<file path="src/hdl/fspa_ram.sv">
// generic simple dual-port ram with registered read
`default_nettype none
module fspa_ram #(
  parameter int WIDTH = 8,
  parameter int DEPTH = 256
) (
  input  wire logic                     clk_i,
  input  wire logic                     we_i,
  input  wire logic [$clog2(DEPTH)-1:0] waddr_i,
  input  wire logic [WIDTH-1:0]         wdata_i,
  input  wire logic [$clog2(DEPTH)-1:0] raddr_i,
  output logic      [WIDTH-1:0]         rdata_o
);

  logic [WIDTH-1:0] mem [DEPTH];
  logic [WIDTH-1:0] rdata_q;

  always_ff @(posedge clk_i) begin
    if (we_i) begin
      mem[waddr_i] <= wdata_i;
    end
    rdata_q <= mem[raddr_i];
  end

  assign rdata_o = rdata_q;

endmodule
`default_nettype wire

</file>
<file path="config.mk">
export PLATFORM = sky130hd
export DESIGN_NAME = fspa_ram
export DESIGN_NICKNAME = d
export VERILOG_FILES = /design/src/hdl/fspa_ram.sv
export SDC_FILE = /design/constraint.sdc
export NUM_CORES = 2
export LEC_CHECK = 0
export ABC_AREA = 1
export BUFFER_PORTS_ARGS = -buffer_cell sky130_fd_sc_hd__buf_2
export CAP_MARGIN = 5
export CORE_MARGIN = 4
export CORE_UTILIZATION = 35
export DETAILED_ROUTE_END_ITERATION = 8
export PLACE_DENSITY = 0.5
export RECOVER_POWER = 25
export SLEW_MARGIN = 20
export SYNTH_ARGS = -nofsm -noshare
export SYNTH_HDL_FRONTEND = slang
export SYNTH_SLANG_ARGS = --single-unit
</file>
<file path="constraint.sdc">
create_clock -name clk_i -period 2.3 [get_ports clk_i]
set_input_delay 0.46 -clock clk_i [delete_from_list [all_inputs] [get_ports clk_i]]
set_output_delay 0.46 -clock clk_i [all_outputs]
set_load 0.1 [all_outputs]
</file>
==> qor.txt <==
Buf/Inv on CP: 6
Critical path arrival: 2.99 ns
Sequential Power Share: 51.6%
Final ANT Viol Nets: 0
P_int: 61.63 mW
Tmin final: 2.263 ns
CP Launch Type: input pin
Clock Path Buffers: 3
Die width: 496.1 um
DP Worst Slack: -0.8467 ns
Worst slew margin relative to its limit: -20.27%
# DRC: 0
DP Wirelength: 160800 um
Starting Density: 35.33%
Comb power frac: 7.1%
Setup TNS: 0 ns
I/O pin count: 34
DR pass1 iterations: 7
Peak supply drop: 0.7823 mV
Root Driver: clkbuf_16
H-tree depth: 4
Initial antenna violation count: 16
First-pass GRT wire length: 374600 um
Result of the run: finished with violations
Final setup violation count: 0
# clock sinks: 2056
Switching Power: 18.57 mW
CTS clock-pin slew for the worst setup and hold paths: 0.06 ns
Drt initial violations: 5696
Worst Tran Pin Value: 1.804 ns
Sequential fraction of the synthesis area: 73.94%
Port-buffer cells: 33
RSZ-0062 raised after global routing: no
Final WL: 256000 um
Die Span Y: 496.1 um
Reg2Reg Setup Slack: 0.14 ns
Worst-path cell chain: buf_8 -> inv_16 -> buf_12 -> buf_12 -> buf_4 -> buf_4 -> nand2_1 -> nand3_1 -> nand3_1 -> nand3_1 -> nand3_1 -> nand3_1 -> nand3_1 -> nand2_1 -> nand2_1 -> nand2_1
Max-cap violations: 1
Post-synth cell types: 14
CP Class: input pin to flop
CP top delay family: simple AND/OR/NAND/NOR gates
Final period util: 98.41%
Final setup margin: 0.03655 ns
P&R area growth vs syn: 18.26%
Clk network pwr share: 41.4%
Final Util: 41.78%
Synth Cell Area: 83400 um^2
Skew-Pair Late Insertion Delay: 0.85 ns
Hold Path Class: input pin to flop
Core footprint: 236100 um^2
Most common cell after layout, fill and taps aside: nand2_1
Post-DR vias/cell: 5.186
Net switching fraction of the power: 23.15%
Syn_nets: 7029
Nets@finish: 7478
DR vias: 55930
Pwr Density: 813.2 nW/um^2
Post-synthesis register bit count: 2056
Final hold violation count: 0
Die area: 246200 um^2
Violated checks: capacitance limit, slew limit
Critical path peak fanout: 19
Slew Viols, Final: 50
Num CTS Buffers: 218
Final Wtd Congestion: 0.8779
All-Layer GR Usage: 20.57%
TritonCTS clock tree: built
CP max stage delay: 0.27 ns
Row count: 178
Critical Path Slowest Stage Cell: nand3_1
Average wire per standard cell: 23.74 um
CP most frequent cell: nand3_1
Lkg Pwr: 35.01 nW
Crit. End Element: flop
Avg Synthesized Cell Area: 11.91 um^2
Commonest cells after routing, fill and taps aside: 2121 x nand2_1, 2048 x edfxtp_1, 2019 x nand3_1, 512 x buf_4, 283 x nor2_1
Largest net degree at the start of global routing: 76
GR Overflow Total: 0
Setup Fix Bufs, Post-CTS: 0
Mapped Cells: 7003
Max Clock Skew: 0.04732 ns
Worst path required time: 3.03 ns
Vias in the first global route: 54140
Yosys warning total: 0
Share of cells above drive strength 1: 13.05%
Max Freq: 0.4418 GHz
==> per-layer routing <==
layer  global-route usage (%)  share of wire [%]  wire length (um)
met1                    28.69                 44            111600
met2                    32.85                 47            119700
met3                    3.129                6.1             15620
met4                    7.177                3.5              9033
met5                        0              0.012                31
==> power by group through the flow <==
stage	Combinational [mW]	Clock (mW)	Sequential [mW]
after CTS	5.78	33.9	41.4
final	5.66	33.2	41.4
after global routing	6.10	35.5	41.4
after detailed placement	5.76	0	42.1
after global placement	5.74	0	42.1
after floorplan	2.55	0	42.3
==> worst register-to-register path, delay by kind of cell, from the launching register on <==
kind | cells | cell delay (ns)
flops | 1 | 0.36
simple gates | 10 | 1.67
==> state kept, by name, indices dropped and copies added, names as in the netlist <==
register,count
mem,2048
rdata_o,8
==> per-stage QoR <==
| stage | instances | total power, mW | hold slack, ns | area (um^2) |
|---|---|---|---|---|
| final | 10780 | 80.20 | 0.2715 | 98630 |
| after global placement | 10380 | 47.88 | 0.8829 | 92200 |
| after CTS | 10780 | 81.09 | 0.007271 | 98930 |
| after floorplan | 7003 | 44.81 | 0.5589 | 83400 |
| after detailed placement | 10380 | 47.90 | 0.8838 | 92200 |
| after global routing | 10780 | 82.99 | 0.2901 | 98620 |
==> logic make-up (layout without fill, tap and decap cells) <==
kind of cell  Yosys count  after routing  share of synthesized area [%]
buf+inv               522           1145                          3.119
simple gates         4425           4425                          22.95
other cells             0              7                              0
flops                2056           2056                          73.94
==> Yosys cell counts, drive strengths merged <==
master / count / area share (%)
buf: 371 / 2.4
clkbuf: 112 / 0.50
dfxtp: 8 / 0.19
edfxtp: 2048 / 74
inv: 39 / 0.18
nand2: 2123 / 9.6
nand3: 2019 / 12
nor2: 283 / 1.3
==> area by class of cell <==
class | instances | area (um^2)
antenna | 7 | 17.52
clock buffer | 279 | 5748
clock inverter | 115 | 914.6
fill | 22140 | 137500
inverter | 39 | 180.2
multi-input combinational | 4425 | 19140
sequential | 2056 | 61660
tap | 3150 | 3941
timing repair buffer | 712 | 7019
==> path summary, 6_finish.rpt <==
check,start,endpoint,depth (start not counted)
worst max register to register,mem[233][1],rdata_o[1],10
worst max-delay path,raddr_i[0],rdata_o[1],16
worst min-delay path,raddr_i[6],rdata_o[5],6
worst min register to register,mem[220][7],rdata_o[7],10
==> timing repair <==
action	CTS	global route
resized for setup	8	0
hold endpoints to repair	52	0
hold buffers	5	0
setup endpoints to repair	4	0
Power figures use the tool's default switching activity.
