<file path="config.mk">
export PLATFORM = sky130hd
export DESIGN_NAME = fspa_cfg
export DESIGN_NICKNAME = d
export VERILOG_FILES = /design/src/hdl/fspa_pkg.sv /design/src/hdl/fspa_cfg.sv
export SDC_FILE = /design/constraint.sdc
export NUM_CORES = 1
export LEC_CHECK = 0
export BUFFER_PORTS_ARGS = -buffer_cell sky130_fd_sc_hd__buf_4
export CORE_MARGIN = 10
export CORE_UTILIZATION = 45
export DETAILED_ROUTE_END_ITERATION = 8
export PLACE_DENSITY_LB_ADDON = 0.25
export SLEW_MARGIN = 15
export SYNTH_ARGS = -nofsm -noshare
export SYNTH_HDL_FRONTEND = slang
export SYNTH_SLANG_ARGS = --single-unit
</file>
<file path="constraint.sdc">
create_clock -name clk_i -period 3.9 [get_ports clk_i]
set_input_delay 0.39 -clock clk_i [delete_from_list [all_inputs] [get_ports clk_i]]
set_output_delay 0.39 -clock clk_i [all_outputs]
set_load 0.05 [all_outputs]
</file>
<file path="src/hdl/fspa_pkg.sv">
// shared types, codes and constants of the fixed-size pool allocator
`default_nettype none
package fspa_pkg;

  localparam int ADDR_W      = 16;
  localparam int ALIGN_BYTES = 8;
  localparam int ALIGN_SHIFT = 3;
  localparam int LINK_AW     = ADDR_W - ALIGN_SHIFT;
  localparam int LINK_DEPTH  = 1 << LINK_AW;
  localparam int NUM_CLASSES = 4;
  localparam int CLS_W       = 2;
  localparam int EXTRA_W     = 8;
  localparam int SIZE_W      = 13;
  localparam int ITEM_W      = 14;
  localparam int FREE_W      = 14;
  localparam int BLOCK_W     = 10;
  localparam int TOP_W       = ADDR_W + 1;
  localparam int CFG_IDX_W   = 3;
  localparam int CFG_DATA_W  = 13;
  localparam int ITEM_MAX    =
    (((1 << EXTRA_W) - 1 + (1 << SIZE_W) - 1 + ALIGN_BYTES - 1) / ALIGN_BYTES) * ALIGN_BYTES;

  localparam int ITEMS_PER_BLOCK_DEF = 20;
  localparam int HEAP_BYTES_DEF      = 65536;
  localparam int HEADER_BYTES_DEF    = 8;

  // register indexes
  localparam logic [CFG_IDX_W-1:0] REG_EXTRA  = 3'd0;
  localparam logic [CFG_IDX_W-1:0] REG_CLASS0 = 3'd1;

  typedef enum logic [1:0] {
    ACT_ALLOC = 2'd0,
    ACT_FREE  = 2'd1,
    ACT_QUERY = 2'd2
  } action_e;

  typedef enum logic [1:0] {
    ST_OK      = 2'd0,
    ST_NO_MEM  = 2'd1,
    ST_NOT_SET = 2'd2,
    ST_TOO_BIG = 2'd3
  } status_e;

  typedef struct packed {
    logic              set;
    logic [ITEM_W-1:0] item;
  } cls_cfg_t;

endpackage
`default_nettype wire

</file>
<file path="src/hdl/fspa_cfg.sv">
// configuration registers and latched item size of each class
`default_nettype none
module fspa_cfg (
  input  wire logic                                  clk_i,
  input  wire logic                                  rst_ni,
  input  wire logic                                  cfg_we_i,
  input  wire logic [fspa_pkg::CFG_IDX_W-1:0]        cfg_index_i,
  input  wire logic [fspa_pkg::CFG_DATA_W-1:0]       cfg_data_i,
  output fspa_pkg::cls_cfg_t [fspa_pkg::NUM_CLASSES-1:0] cls_cfg_o
);
  import fspa_pkg::*;

  logic [EXTRA_W-1:0]                 extra_q, extra_d;
  cls_cfg_t [NUM_CLASSES-1:0]         cls_q, cls_d;
  logic [CLS_W-1:0]                   sel;
  logic                               sel_ok;
  logic [SIZE_W-1:0]                  size_val;
  logic [ITEM_W-1:0]                  sum;

  always_comb begin
    extra_d  = extra_q;
    cls_d    = cls_q;
    sel      = CLS_W'(cfg_index_i - REG_CLASS0);
    sel_ok   = (int'(cfg_index_i) >= int'(REG_CLASS0)) &&
               (int'(cfg_index_i) < int'(REG_CLASS0) + NUM_CLASSES);
    size_val = cfg_data_i[SIZE_W-1:0];
    // round extra plus size up to the alignment
    sum      = ITEM_W'(extra_q) + ITEM_W'(size_val) + ITEM_W'(ALIGN_BYTES - 1);
    if (cfg_we_i) begin
      if (cfg_index_i == REG_EXTRA) begin
        extra_d = cfg_data_i[EXTRA_W-1:0];
      end else if (sel_ok && !cls_q[sel].set && size_val != '0) begin
        // first nonzero write latches the size, later ones are ignored
        cls_d[sel].set  = 1'b1;
        cls_d[sel].item = sum & ~ITEM_W'(ALIGN_BYTES - 1);
      end
    end
  end

  always_ff @(posedge clk_i or negedge rst_ni) begin
    if (!rst_ni) begin
      extra_q <= '0;
      cls_q   <= '0;
    end else begin
      extra_q <= extra_d;
      cls_q   <= cls_d;
    end
  end

  assign cls_cfg_o = cls_q;

endmodule
`default_nettype wire

</file>
==> metrics, run 1 <==
status=complete, no violations; RSZ-0062 raised after global routing=no; height of the chip=~100 µm; Clock power frac=11.2%; worst reg2reg setup slack=between 1000 and 1500 ps; Final Cycle Share=between 60% and 70%; top cell type by total area after synthesis=dfrtp_1; fin nets=about 320; sequential share of power=31.6%; Reg2Reg Capture Point=cls_cfg_o[56]$_DFFE_PN0P_; WS Path Type=flip-flop to flip-flop; capturing element of the worst setup path=cls_cfg_o[56]$_DFFE_PN0P_; Syn-to-layout area delta=20.17%; share of the synthesized area in the top cell type=47.97%; clock tree sinks=56; Post-DRT Antenna Nets=0; sequential standard cell area=around 1400 µm²; Die X-Extent=100.6 µm; number of fillers in the final layout=roughly 560; number of placed I/O pins=79; number of buffers created by CTS=5; fraction of power spent switching nets=48.25%; critical path startpoint=extra_q[4]$_DFFE_PN0P_; data arrival time of the critical path=between 2000 and 3000 ps; power density of the placed cells=about 840 nW/µm²; number of synthesized register bits=56; cell count after synthesis=219; switching power of the nets=roughly 1400 µW; vias per std cell=between 4 and 5; fraction of final layout cells with drive strength greater than 1=between 40% and 50%; number of placed cells counting well taps=about 360; setup bufs post-CTS=0; share of flip-flops with an asynchronous set or reset after synthesis=100.0%; post-route clock skew=between 10 and 15 ps; vias in the first global route=roughly 2.0k; average cell area after synthesis=approximately 13 µm²; total of hold buffers inserted after clock tree synthesis=0; share of total power in combinational logic=between 50% and 60%; required time worst endpoint=4160 ps; Final Critical Period=approximately 2600 ps; Worst Tran Pin Value=723.3 ps; number of distinct standard cells referenced by the synthesized netlist=40; Max IR drop VDD=slightly below 0.0006 V; cells resized by post-CTS repair=0; Critical Path Fanout Max=5; Area contributors post-synth=dfrtp_1 48%, mux2_4 14%, mux2_2 8.9%, ha_1 7.7%, buf_4 3.1%; Finish-stage setup viols=0; critical register-to-register path startpoint=extra_q[4]$_DFFE_PN0P_; Netlist Area Pre-Place=roughly 3000 µm²; maximum number of pins on one net before global-route repair=57; Int Pwr=roughly 1500 µW; depth of the worst register-to-register path=8; routability cong.=0.7492; count of vias placed by the detailed router=between 1.5k and 2k; total die area=approximately 10000 µm²; most common flop cell mapped by yosys=dfrtp_1; sequential-to-total area share from yosys stat=between 40% and 50%; crit path capture type=flip-flop; total number of placement rows=29; maximum level of the CTS H-tree=2; number of antenna violations at the first check in global routing=0; max_cap viols=0; final core area utilization=between 50% and 60%; Worst Hold Class=primary input to async pin; area taken by multi-input logic gates=1378 µm²; ANT cells=0; initial standard-cell utilization of the core=between 40 and 50%; root buf cell=clkbuf_8; synthesis warning total=0; final total negative setup slack=0 ps; final design instance area without fill=roughly 3500 µm²; violation count after the first detailed-route iteration=41; number of DRC violations after detailed routing=0; total wirelength of the detailed-routed design=between 6000 and 7000 µm; routed length per instance=17.92 µm; source-to-sink clock delay at the later pin of the worst-skew pair=310 ps; deepest clock path buffer count=2; number of buffers added on ports=66; core region area=6314 µm²; final cell count without fillers=approximately 370; type of origin of the critical path=flip-flop; wire length of the first global-routing pass=around 10000 µm; number of slew-limit violations in the final report=0; number of enable flip-flop cells after synthesis=0; placed standard-cell area=around 3400 µm²; maximum clock frequency=391.9 MHz; Hold Vio Cnt, Final=0; post-CTS clock slew at the launch and capture registers of the worst setup and hold paths=about 110 ps; number of search-and-repair iterations in the first detailed-routing pass=4; Total Routing Usage GR=between 10% and 20%; Detail Placement HPWL=about 5000 µm; TritonCTS clock tree=built; sum of overflow across all layers after global routing=0; worst slew slack as a fraction of its limit=51.78%; static leakage=roughly 0.0017 µW
## stage by stage
stage | setup slack [ps] | total power (µW) | hold WS, ps
after floorplan | 1525 | 2160 | 94.41
after global routing | 1074 | 3122 | 166.3
after global placement | 1228 | 2647 | 464.9
after CTS | 1349 | 3006 | 142.2
final | 1349 | 2963 | 119.7
after detailed placement | 1182 | 2665 | 479.5
## routing by layer
| metal | vias to the layer above | track usage (%) | part of all wire (%) |
|---|---|---|---|
| met5 | - | 0 | 0 |
| met4 | 0 | 3.261 | 0.93 |
| met3 | 5 | 4.595 | 7.1 |
| met2 | 50 | 20.57 | 46 |
| met1 | 874 | 16.36 | 46 |
| li1 | 879 | - | - |
## power by group through the flow
stage,Clock [µW],Sequential (µW),Combinational (µW)
final,332,935,1700
after global routing,364,967,1790
after detailed placement,0,947,1720
after CTS,346,940,1720
after floorplan,0,1650,510
after global placement,0,945,1700
## cell families (layout without fill, tap and decap cells)
family,count (synthesis),in the layout,share of synthesized area (%)
flip-flops,56,56,47.97
multiplexers,51,51,23.08
AND/OR/NAND/NOR,34,34,7.151
buffers and inverters,29,87,6.296
AO/OA/AOI/OAI,22,22,5.268
adder cells (fa/ha/maj),18,18,7.709
XOR/XNOR,8,8,2.398
other,1,12,0.1284
## cell usage in the layout (no fill, tap or decap), drive strengths merged, types with 3 or more instances in the layout
master  count
clkbuf      5
conb       12
or2         4
dfrtp      56
mux2       50
inv        14
buf        66
ha         18
nor2        7
xor2        5
nand2       6
xnor2       3
a21oi       6
## cell usage after synthesis, types with 2 or more instances
cell       n
dfrtp_1   56
mux2_4    27
mux2_2    23
ha_1      18
inv_1     13
buf_4     12
a21oi_1    6
nand2_1    6
xor2_1     5
buf_6      4
nor2_1     4
or2_2      4
nor2_4     3
xnor2_1    3
a21o_1     2
a31oi_1    2
and2_1     2
nand2b_1   2
nand3_1    2
nand4_1    2
nor2b_1    2
o21ai_0    2
or3_1      2
## worst min path at each step
stage / slack [ps] / to / from / cells after the start
final: 120 / extra_q[1]$_DFFE_PN0P_ / rst_ni / 1
after global routing: 170 / extra_q[1]$_DFFE_PN0P_ / rst_ni / 1
after CTS: 140 / extra_q[1]$_DFFE_PN0P_ / rst_ni / 1
after detailed placement: 480 / extra_q[2]$_DFFE_PN0P_ / extra_q[2]$_DFFE_PN0P_ / 2
after global placement: 460 / extra_q[1]$_DFFE_PN0P_ / extra_q[1]$_DFFE_PN0P_ / 2
after floorplan: 90 / cls_cfg_o[10]$_DFFE_PN0P_ / rst_ni / 0
## worst max-delay path: stages, from the launching register on
cell and delay [ps]:
dfrtp_1 390, ha_1 280, ha_1 370, a21o_1 180
a21oi_1 280, a2bb2oi_1 290, a21boi_0 150, xor2_1 340
mux2_2 220
## registers in the layout (all words and copies together) (netlist names)
register,flops
extra_q,8
cls_cfg_o,48
## final cells by class
type / instances / area share, %
clock inverter: 3 / 0.6415
multi-input combinational: 145 / 39.24
tap: 77 / 2.744
inverter: 13 / 1.390
sequential: 56 / 39.91
clock buffer: 5 / 1.960
timing repair buffer: 66 / 14.11
No activity file was read; power rests on OpenSTA's default activity.
==> run 2: changes to the inputs <==
--- a/config.mk
+++ b/config.mk
@@ -5,6 +5,7 @@
 export SDC_FILE = /design/constraint.sdc
 export NUM_CORES = 1
 export LEC_CHECK = 0
+export ABC_AREA = 1
 export BUFFER_PORTS_ARGS = -buffer_cell sky130_fd_sc_hd__buf_4
 export CORE_MARGIN = 10
 export CORE_UTILIZATION = 45
==> constraint.sdc (replaced) <==
create_clock -name clk_i -period 2.4 [get_ports clk_i]
set_input_delay 0.24 -clock clk_i [delete_from_list [all_inputs] [get_ports clk_i]]
set_output_delay 0.24 -clock clk_i [all_outputs]
set_load 0.05 [all_outputs]
==> run 2 against run 1 <==
  * Utilization up 0.65 points
  * Total power up 58%
  * Worst setup slack worse by 1000 ps
  * Routed wire length up 17%
  * Clock power up 64%
==> metrics, run 2 <==
worst slew slack as a fraction of its limit=53.31% (+1.5 points); Detail Placement HPWL=6072 µm (+22%); required time worst endpoint=2610 ps (-1550 ps); Die X-Extent=103.4 µm (+2.8%); most used cells in the layout excluding fill and tap cells=171 x nand2_1, 72 x buf_4, 56 x dfrtp_1, 46 x inv_1, 22 x nand3_1; synthesis warning total=0 (unchanged); total die area=10680 µm² (+5.6%); Final Cycle Share=87.25% (+22 points); sequential-to-total area share from yosys stat=44.82% (-3.1 points); most common flop cell mapped by yosys=dfrtp_1; most frequent standard cell in the layout excluding fill and tap cells=nand2_1; top cell type by total area after synthesis=dfrtp_1; setup bufs post-CTS=0 (unchanged); slowest library cell on the worst path=dfrtp_1; critical path startpoint=extra_q[4]$_DFFE_PN0P_; data arrival time of the critical path=2300 ps (-510 ps); wire length of the first global-routing pass=12430 µm (+19%); critical register-to-register path startpoint=extra_q[4]$_DFFE_PN0P_; static leakage=0.002149 µW (+25%); routed length per instance=13.70 µm (-24%); final total negative setup slack=0 ps (unchanged); clock tree sinks=56 (unchanged); number of buffer and inverter stages on the critical path=0 (unchanged); Hold Vio Cnt, Final=0 (unchanged); number of search-and-repair iterations in the first detailed-routing pass=4 (unchanged); TritonCTS clock tree=built; maximum clock frequency=477.6 MHz (+22%); post-route clock skew=16.23 ps (+4.473 ps); Post-DRT Antenna Nets=0 (unchanged); launch point of the worst hold path=cfg_data_i[3]; number of enable flip-flop cells after synthesis=0 (unchanged); power density of the placed cells=1228 nW/µm² (+46%); number of synthesized register bits=56 (unchanged); number of buffers created by CTS=5 (unchanged); number of slew-limit violations in the final report=0 (unchanged); status=complete, no violations; violation count after the first detailed-route iteration=122 (+200%); Max IR drop VDD=0.0004753 V (-19%); core region area=6756 µm² (+7.0%); maximum number of pins on one net before global-route repair=57 (unchanged); max_cap viols=0 (unchanged); maximum level of the CTS H-tree=2 (unchanged); vias in the first global route=2558 (+28%); root buf cell=clkbuf_8; final core area utilization=56.26% (+0.65 points); number of placed I/O pins=79 (unchanged); vias per std cell=4.813 (-2.8%); ANT cells=0 (unchanged); RSZ-0062 raised after global routing=no; height of the chip=103.4 µm (+2.8%); smallest hold slack=178.2 ps (+58.52 ps); WS Path Type=flip-flop to flip-flop; count of vias placed by the detailed router=2681 (+48%); Netlist Area Pre-Place=3127 µm² (+7.0%); leading cell type by number of instances after synthesis=nand2_1; overall power=4668 µW (+58%); crit path capture type=flip-flop; Final Critical Period=2094 ps (-457.5 ps); total number of placement rows=30 (+3.4%); worst reg2reg setup slack=310 ps (-1040 ps); share of the synthesized area in the top cell type=44.82% (-3.1 points); source-to-sink clock delay at the later pin of the worst-skew pair=320 ps (about the same); Total Routing Usage GR=14.66% (+1.7 points); number of antenna violations at the first check in global routing=0 (unchanged); fraction of final layout cells with drive strength greater than 1=20.96% (-26 points); Critical Path Fanout Max=8 (+3); top post-synthesis cells by count=171 x nand2_1, 56 x dfrtp_1, 46 x inv_1; Finish-stage setup viols=0 (unchanged); final design instance area without fill=3801 µm² (+8.3%); sum of overflow across all layers after global routing=0 (unchanged); number of DRC violations after detailed routing=0 (unchanged); Syn-to-layout area delta=21.57%; routability cong.=0.8531 (+14%); Area contributors post-synth=dfrtp_1 45%, nand2_1 21%, ha_1 7.2%, inv_1 5.5%, nand3_1 3.5%; number of distinct standard cells referenced by the synthesized netlist=26 (-35%); slowest stage delay, CP=400 ps (about the same); type of origin of the critical path=flip-flop; deepest clock path buffer count=2 (unchanged); number of buffers added on ports=66 (unchanged); Worst Hold Class=primary input to flip-flop; kind of cell adding the most delay to the critical path=simple AND/OR/NAND/NOR gates; cell-by-cell listing of the critical path=ha_1 > ha_1 > nand2_1 > nor2_1 > nand3_1 > nand3_1 > nand2_1 > nand3_1 > nand2_1; fin nets=513 (+58%); cell count after synthesis=402 (+84%); Worst Tran Pin Value=700.4 ps (-22.94 ps); max FFs per register=48 (unchanged); initial standard-cell utilization of the core=46.28% (about the same); placed standard-cell area=3695 µm² (+8.0%); post-CTS clock slew at the launch and capture registers of the worst setup and hold paths=100 ps (about the same); total wirelength of the detailed-routed design=7630 µm (+17%); share of flip-flops with an asynchronous set or reset after synthesis=100.0% (unchanged); average cell area after synthesis=7.778 µm² (-42%)
## run 2: layer usage
| metal | GRT usage [%] | vias to the layer above | wire length, µm | share of wire [%] |
|---|---|---|---|---|
| met3 | 2.990 | 7 | 457 | 6.0 |
| met2 | 24.27 | 73 | 3720 | 49 |
| met4 | 3.529 | 0 | 95 | 1.2 |
| met1 | 19.17 | 1227 | 3356 | 44 |
| met5 | 0 | - | 0 | 0 |
| li1 | - | 1374 | - | - |
## run 2: final timing paths
| check | endpoint | depth (start not counted) |
|---|---|---|
| hold / removal | extra_q[3]$_DFFE_PN0P_ | 2 |
| max in group asynchronous | cls_cfg_o[29]$_DFFE_PN0P_ | 2 |
| setup / recovery | cls_cfg_o[42]$_DFFE_PN0P_ | 9 |
| setup reg to reg | cls_cfg_o[42]$_DFFE_PN0P_ | 9 |
| hold reg to reg | cls_cfg_o[51]$_DFFE_PN0P_ | 2 |
| min in group asynchronous | cls_cfg_o[18]$_DFFE_PN0P_ | 2 |
## run 2: stage by stage
stage / setup slack, ps / std cells
3_3_place_gp: 396.6 / 548
4_1_cts: 308.8 / 557
3_5_place_dp: 339.3 / 548
5_1_grt: 133.4 / 557
2_1_floorplan: 578.0 / 413
6_report: 306.0 / 557
## run 2: cell families (layout without fill, tap and decap cells)
kind of cell             after synthesis  after routing  synth area share, %
XOR/XNOR                               3              3               0.8405
buffers and inverters                 64            128                9.284
AO/OA/AOI/OAI                         20             20                3.762
AND/OR/NAND/NOR                      235            235                32.17
other                                  1             12               0.1199
flip-flops                            56             56                44.82
adder cells (fa/ha/maj)               18             18                7.203
multiplexers                           5              5                1.801
## run 2: repair_timing
item	in CTS	in global routing
resized for setup	0	0
hold endpoints to repair	19	0
hold buffers	1	0
## run 2: report_power, final
| group | internal [µW] | switching, µW | total [µW] |
|---|---|---|---|
| clock | 215 | 328 | 543 |
| combinational | 771 | 1880 | 2650 |
| sequential | 1280 | 197 | 1470 |
## run 2: layout make-up
type | count | area, µm²
flip-flops and latches | 56 | 1401
repair buffers | 73 | 550.5
clock inverters | 3 | 27.53
clock buffers | 5 | 68.82
well taps | 80 | 100.1
fillers | 660 | 2955
multi-input cells | 293 | 1476
inverters | 47 | 176.4
==> run 3: changes to the inputs <==
--- a/config.mk
+++ b/config.mk
@@ -7,8 +7,10 @@
 export LEC_CHECK = 0
 export ABC_AREA = 1
 export BUFFER_PORTS_ARGS = -buffer_cell sky130_fd_sc_hd__buf_4
-export CORE_MARGIN = 10
-export CORE_UTILIZATION = 45
+export CELL_PAD_IN_SITES_DETAIL_PLACEMENT = 1
+export CELL_PAD_IN_SITES_GLOBAL_PLACEMENT = 1
+export CORE_MARGIN = 2
+export CORE_UTILIZATION = 38
 export DETAILED_ROUTE_END_ITERATION = 8
 export PLACE_DENSITY_LB_ADDON = 0.25
 export SLEW_MARGIN = 15
==> run 3 against run 2 <==
  * Global-route usage grew 5.4 points
  * Largest cell class unchanged
  * Utilization shrank 8.8 points
  * Flip-flop and latch count unchanged
  * Clock skew fell by 7.4 ps
  * Clock-buffer cell count unchanged
  * Final area up 1.0%
  * Worst hold slack lost 14 ps
  * Total power grew 1.6%
  * Highest routed layer unchanged
  * Via count is 5.3% higher
==> metrics, run 3 (synthesis gave the netlist of run 2 again) <==
cell-by-cell listing of the critical path=ha_1 > ha_1 > nand2_1 > nor2_1 > nand3_1 > nand3_1 > nand2_1 > nand3_1 > nand2_1; status=complete, no violations; routability cong.=0.8841 (+3.6%); total wirelength of the detailed-routed design=8472 µm (+11%); routed length on met3=339 µm (-26%); Final Critical Period=2135 ps (+41.22 ps); smallest hold slack=164.3 ps (-13.99 ps); Detail Placement HPWL=6616 µm (+9.0%); routed length per instance=14.53 µm (+6.1%); total die area=8970 µm² (-16%); number of placed cells counting well taps=574 (+4.7%); source-to-sink clock delay at the later pin of the worst-skew pair=330 ps (about the same); number of buffers added on ports=66 (unchanged); post-route clock skew=8.807 ps (-7.421 ps); sum of overflow across all layers after global routing=0 (unchanged); number of search-and-repair iterations in the first detailed-routing pass=4 (unchanged); Worst Hold Class=primary input to flip-flop; root buf cell=clkbuf_8; number of buffer and inverter stages on the critical path=0 (unchanged); area taken by multi-input logic gates=1476 µm² (unchanged); Critical Path Fanout Max=8 (unchanged); Finish-stage setup viols=0 (unchanged); number of slew-limit violations in the final report=0 (unchanged); number of antenna violations at the first check in global routing=0 (unchanged); maximum number of pins on one net before global-route repair=57 (unchanged); Post-DRT Antenna Nets=0 (unchanged); violation count after the first detailed-route iteration=87 (-29%); number of DRC violations after detailed routing=0 (unchanged); most used cells in the layout excluding fill and tap cells=171 x nand2_1, 73 x buf_4, 56 x dfrtp_1, 46 x inv_1, 22 x nand3_1; routed wire length on met2=4309 µm (+16%); sequential standard cell area=1401 µm² (unchanged); Die X-Extent=94.71 µm (-8.4%); Total Routing Usage GR=20.08% (+5.4 points); height of the chip=94.71 µm (-8.4%); Syn-to-layout area delta=22.81%; WS Path Type=flip-flop to flip-flop; total number of placement rows=33 (+10%); static leakage=0.002154 µW (+0.22%); deepest clock path buffer count=2 (unchanged); clock tree sinks=56 (unchanged); slowest library cell on the worst path=dfrtp_1; max FFs per register=48 (unchanged); post-CTS clock slew at the launch and capture registers of the worst setup and hold paths=120 ps (+20 ps); power density of the placed cells=1235 nW/µm² (+0.60%); WL met1=3667 µm (+9.3%); top layer reached by signal wires=met4; fin nets=514 (+0.19%); Final Cycle Share=88.97% (+1.7 points); required time worst endpoint=2630 ps (+20 ps); Max IR drop VDD=0.0004800 V (+0.98%); number of fillers in the final layout=1061 (+61%); core region area=8093 µm² (+20%); crit path capture type=flip-flop; kind of cell adding the most delay to the critical path=simple AND/OR/NAND/NOR gates; TritonCTS clock tree=built; ANT cells=0 (unchanged); vias in the first global route=2896 (+13%); max_cap viols=0 (unchanged); type of origin of the critical path=flip-flop; most frequent standard cell in the layout excluding fill and tap cells=nand2_1; RSZ-0062 raised after global routing=no; Worst Tran Pin Value=705.6 ps (+5.233 ps); slowest stage delay, CP=400 ps (about the same); initial standard-cell utilization of the core=38.64% (-7.6 points); final cell count without fillers=583 (+4.7%); fraction of final layout cells with drive strength greater than 1=21.13% (+0.17 points); Hold Vio Cnt, Final=0 (unchanged); overall power=4744 µW (+1.6%); worst slew slack as a fraction of its limit=52.96% (-0.35 points); number of buffers created by CTS=5 (unchanged); number of placed I/O pins=79 (unchanged); count of vias placed by the detailed router=2822 (+5.3%); maximum clock frequency=468.3 MHz (-1.9%); wire length of the first global-routing pass=13980 µm (+12%); data arrival time of the critical path=2370 ps (+70 ps); maximum level of the CTS H-tree=2 (unchanged); final total negative setup slack=0 ps (unchanged); vias per std cell=4.840 (+0.56%)
run 3: cell type report:
cell class / count / area share (%)
clock inverter: 3 / 0.7168
clock buffer: 5 / 1.792
multi-input combinational: 293 / 38.45
inverter: 47 / 4.594
tap: 105 / 3.421
sequential: 56 / 36.49
timing repair buffer: 74 / 14.53
run 3: power by group:
part	total (µW)	leakage, µW	switching, µW	internal (µW)
combinational	2700	0.00141	1910	785
clock	562	0.0000463	346	215
sequential	1480	0.000698	208	1280
run 3: final timing paths:
path	startpoint	endpoint	slack [ps]	cells past startpoint
worst max register to register	extra_q[5]$_DFFE_PN0P_	cls_cfg_o[27]$_DFFE_PN0P_	260	9
worst min-delay path	cfg_data_i[3]	extra_q[3]$_DFFE_PN0P_	160	2
worst min register to register	cls_cfg_o[10]$_DFFE_PN0P_	cls_cfg_o[10]$_DFFE_PN0P_	490	2
worst max-delay path	extra_q[5]$_DFFE_PN0P_	cls_cfg_o[27]$_DFFE_PN0P_	260	9
max in group asynchronous	rst_ni	cls_cfg_o[41]$_DFFE_PN0P_	1440	2
min in group asynchronous	rst_ni	cls_cfg_o[5]$_DFFE_PN0P_	490	2
run 3: per-stage QoR:
stage | utilization (%) | instance area, µm² | setup slack, ps
detailed placement | 46.13 | 3734 | 263.4
global route | 47.45 | 3840 | 20.66
CTS | 47.45 | 3840 | 244.0
finish | 47.45 | 3840 | 264.8
floorplan | - | 3168 | 578.0
global placement | 46.13 | 3734 | 331.1
run 3: metal layers:
| layer | global-route usage [%] | up-vias |
|---|---|---|
| met2 | 35.58 | 56 |
| met1 | 25.25 | 1376 |
| li1 | - | 1379 |
| met4 | 6.280 | 0 |
| met3 | 2.793 | 11 |
| met5 | 0 | - |
run 3: worst register-to-register path: cells and delay by family, from the launching register on:
family                   cells  cell delay, ps
AND/OR/NAND/NOR              7            1010
adder cells (fa/ha/maj)      2             650
flip-flops                   1             400
run 3: what timing repair did:
action,CTS,global route
setup buffers,0,0
setup endpoints to repair,0,0
gates resized for setup,0,0
hold buffers,1,0
hold endpoints to repair,53,0
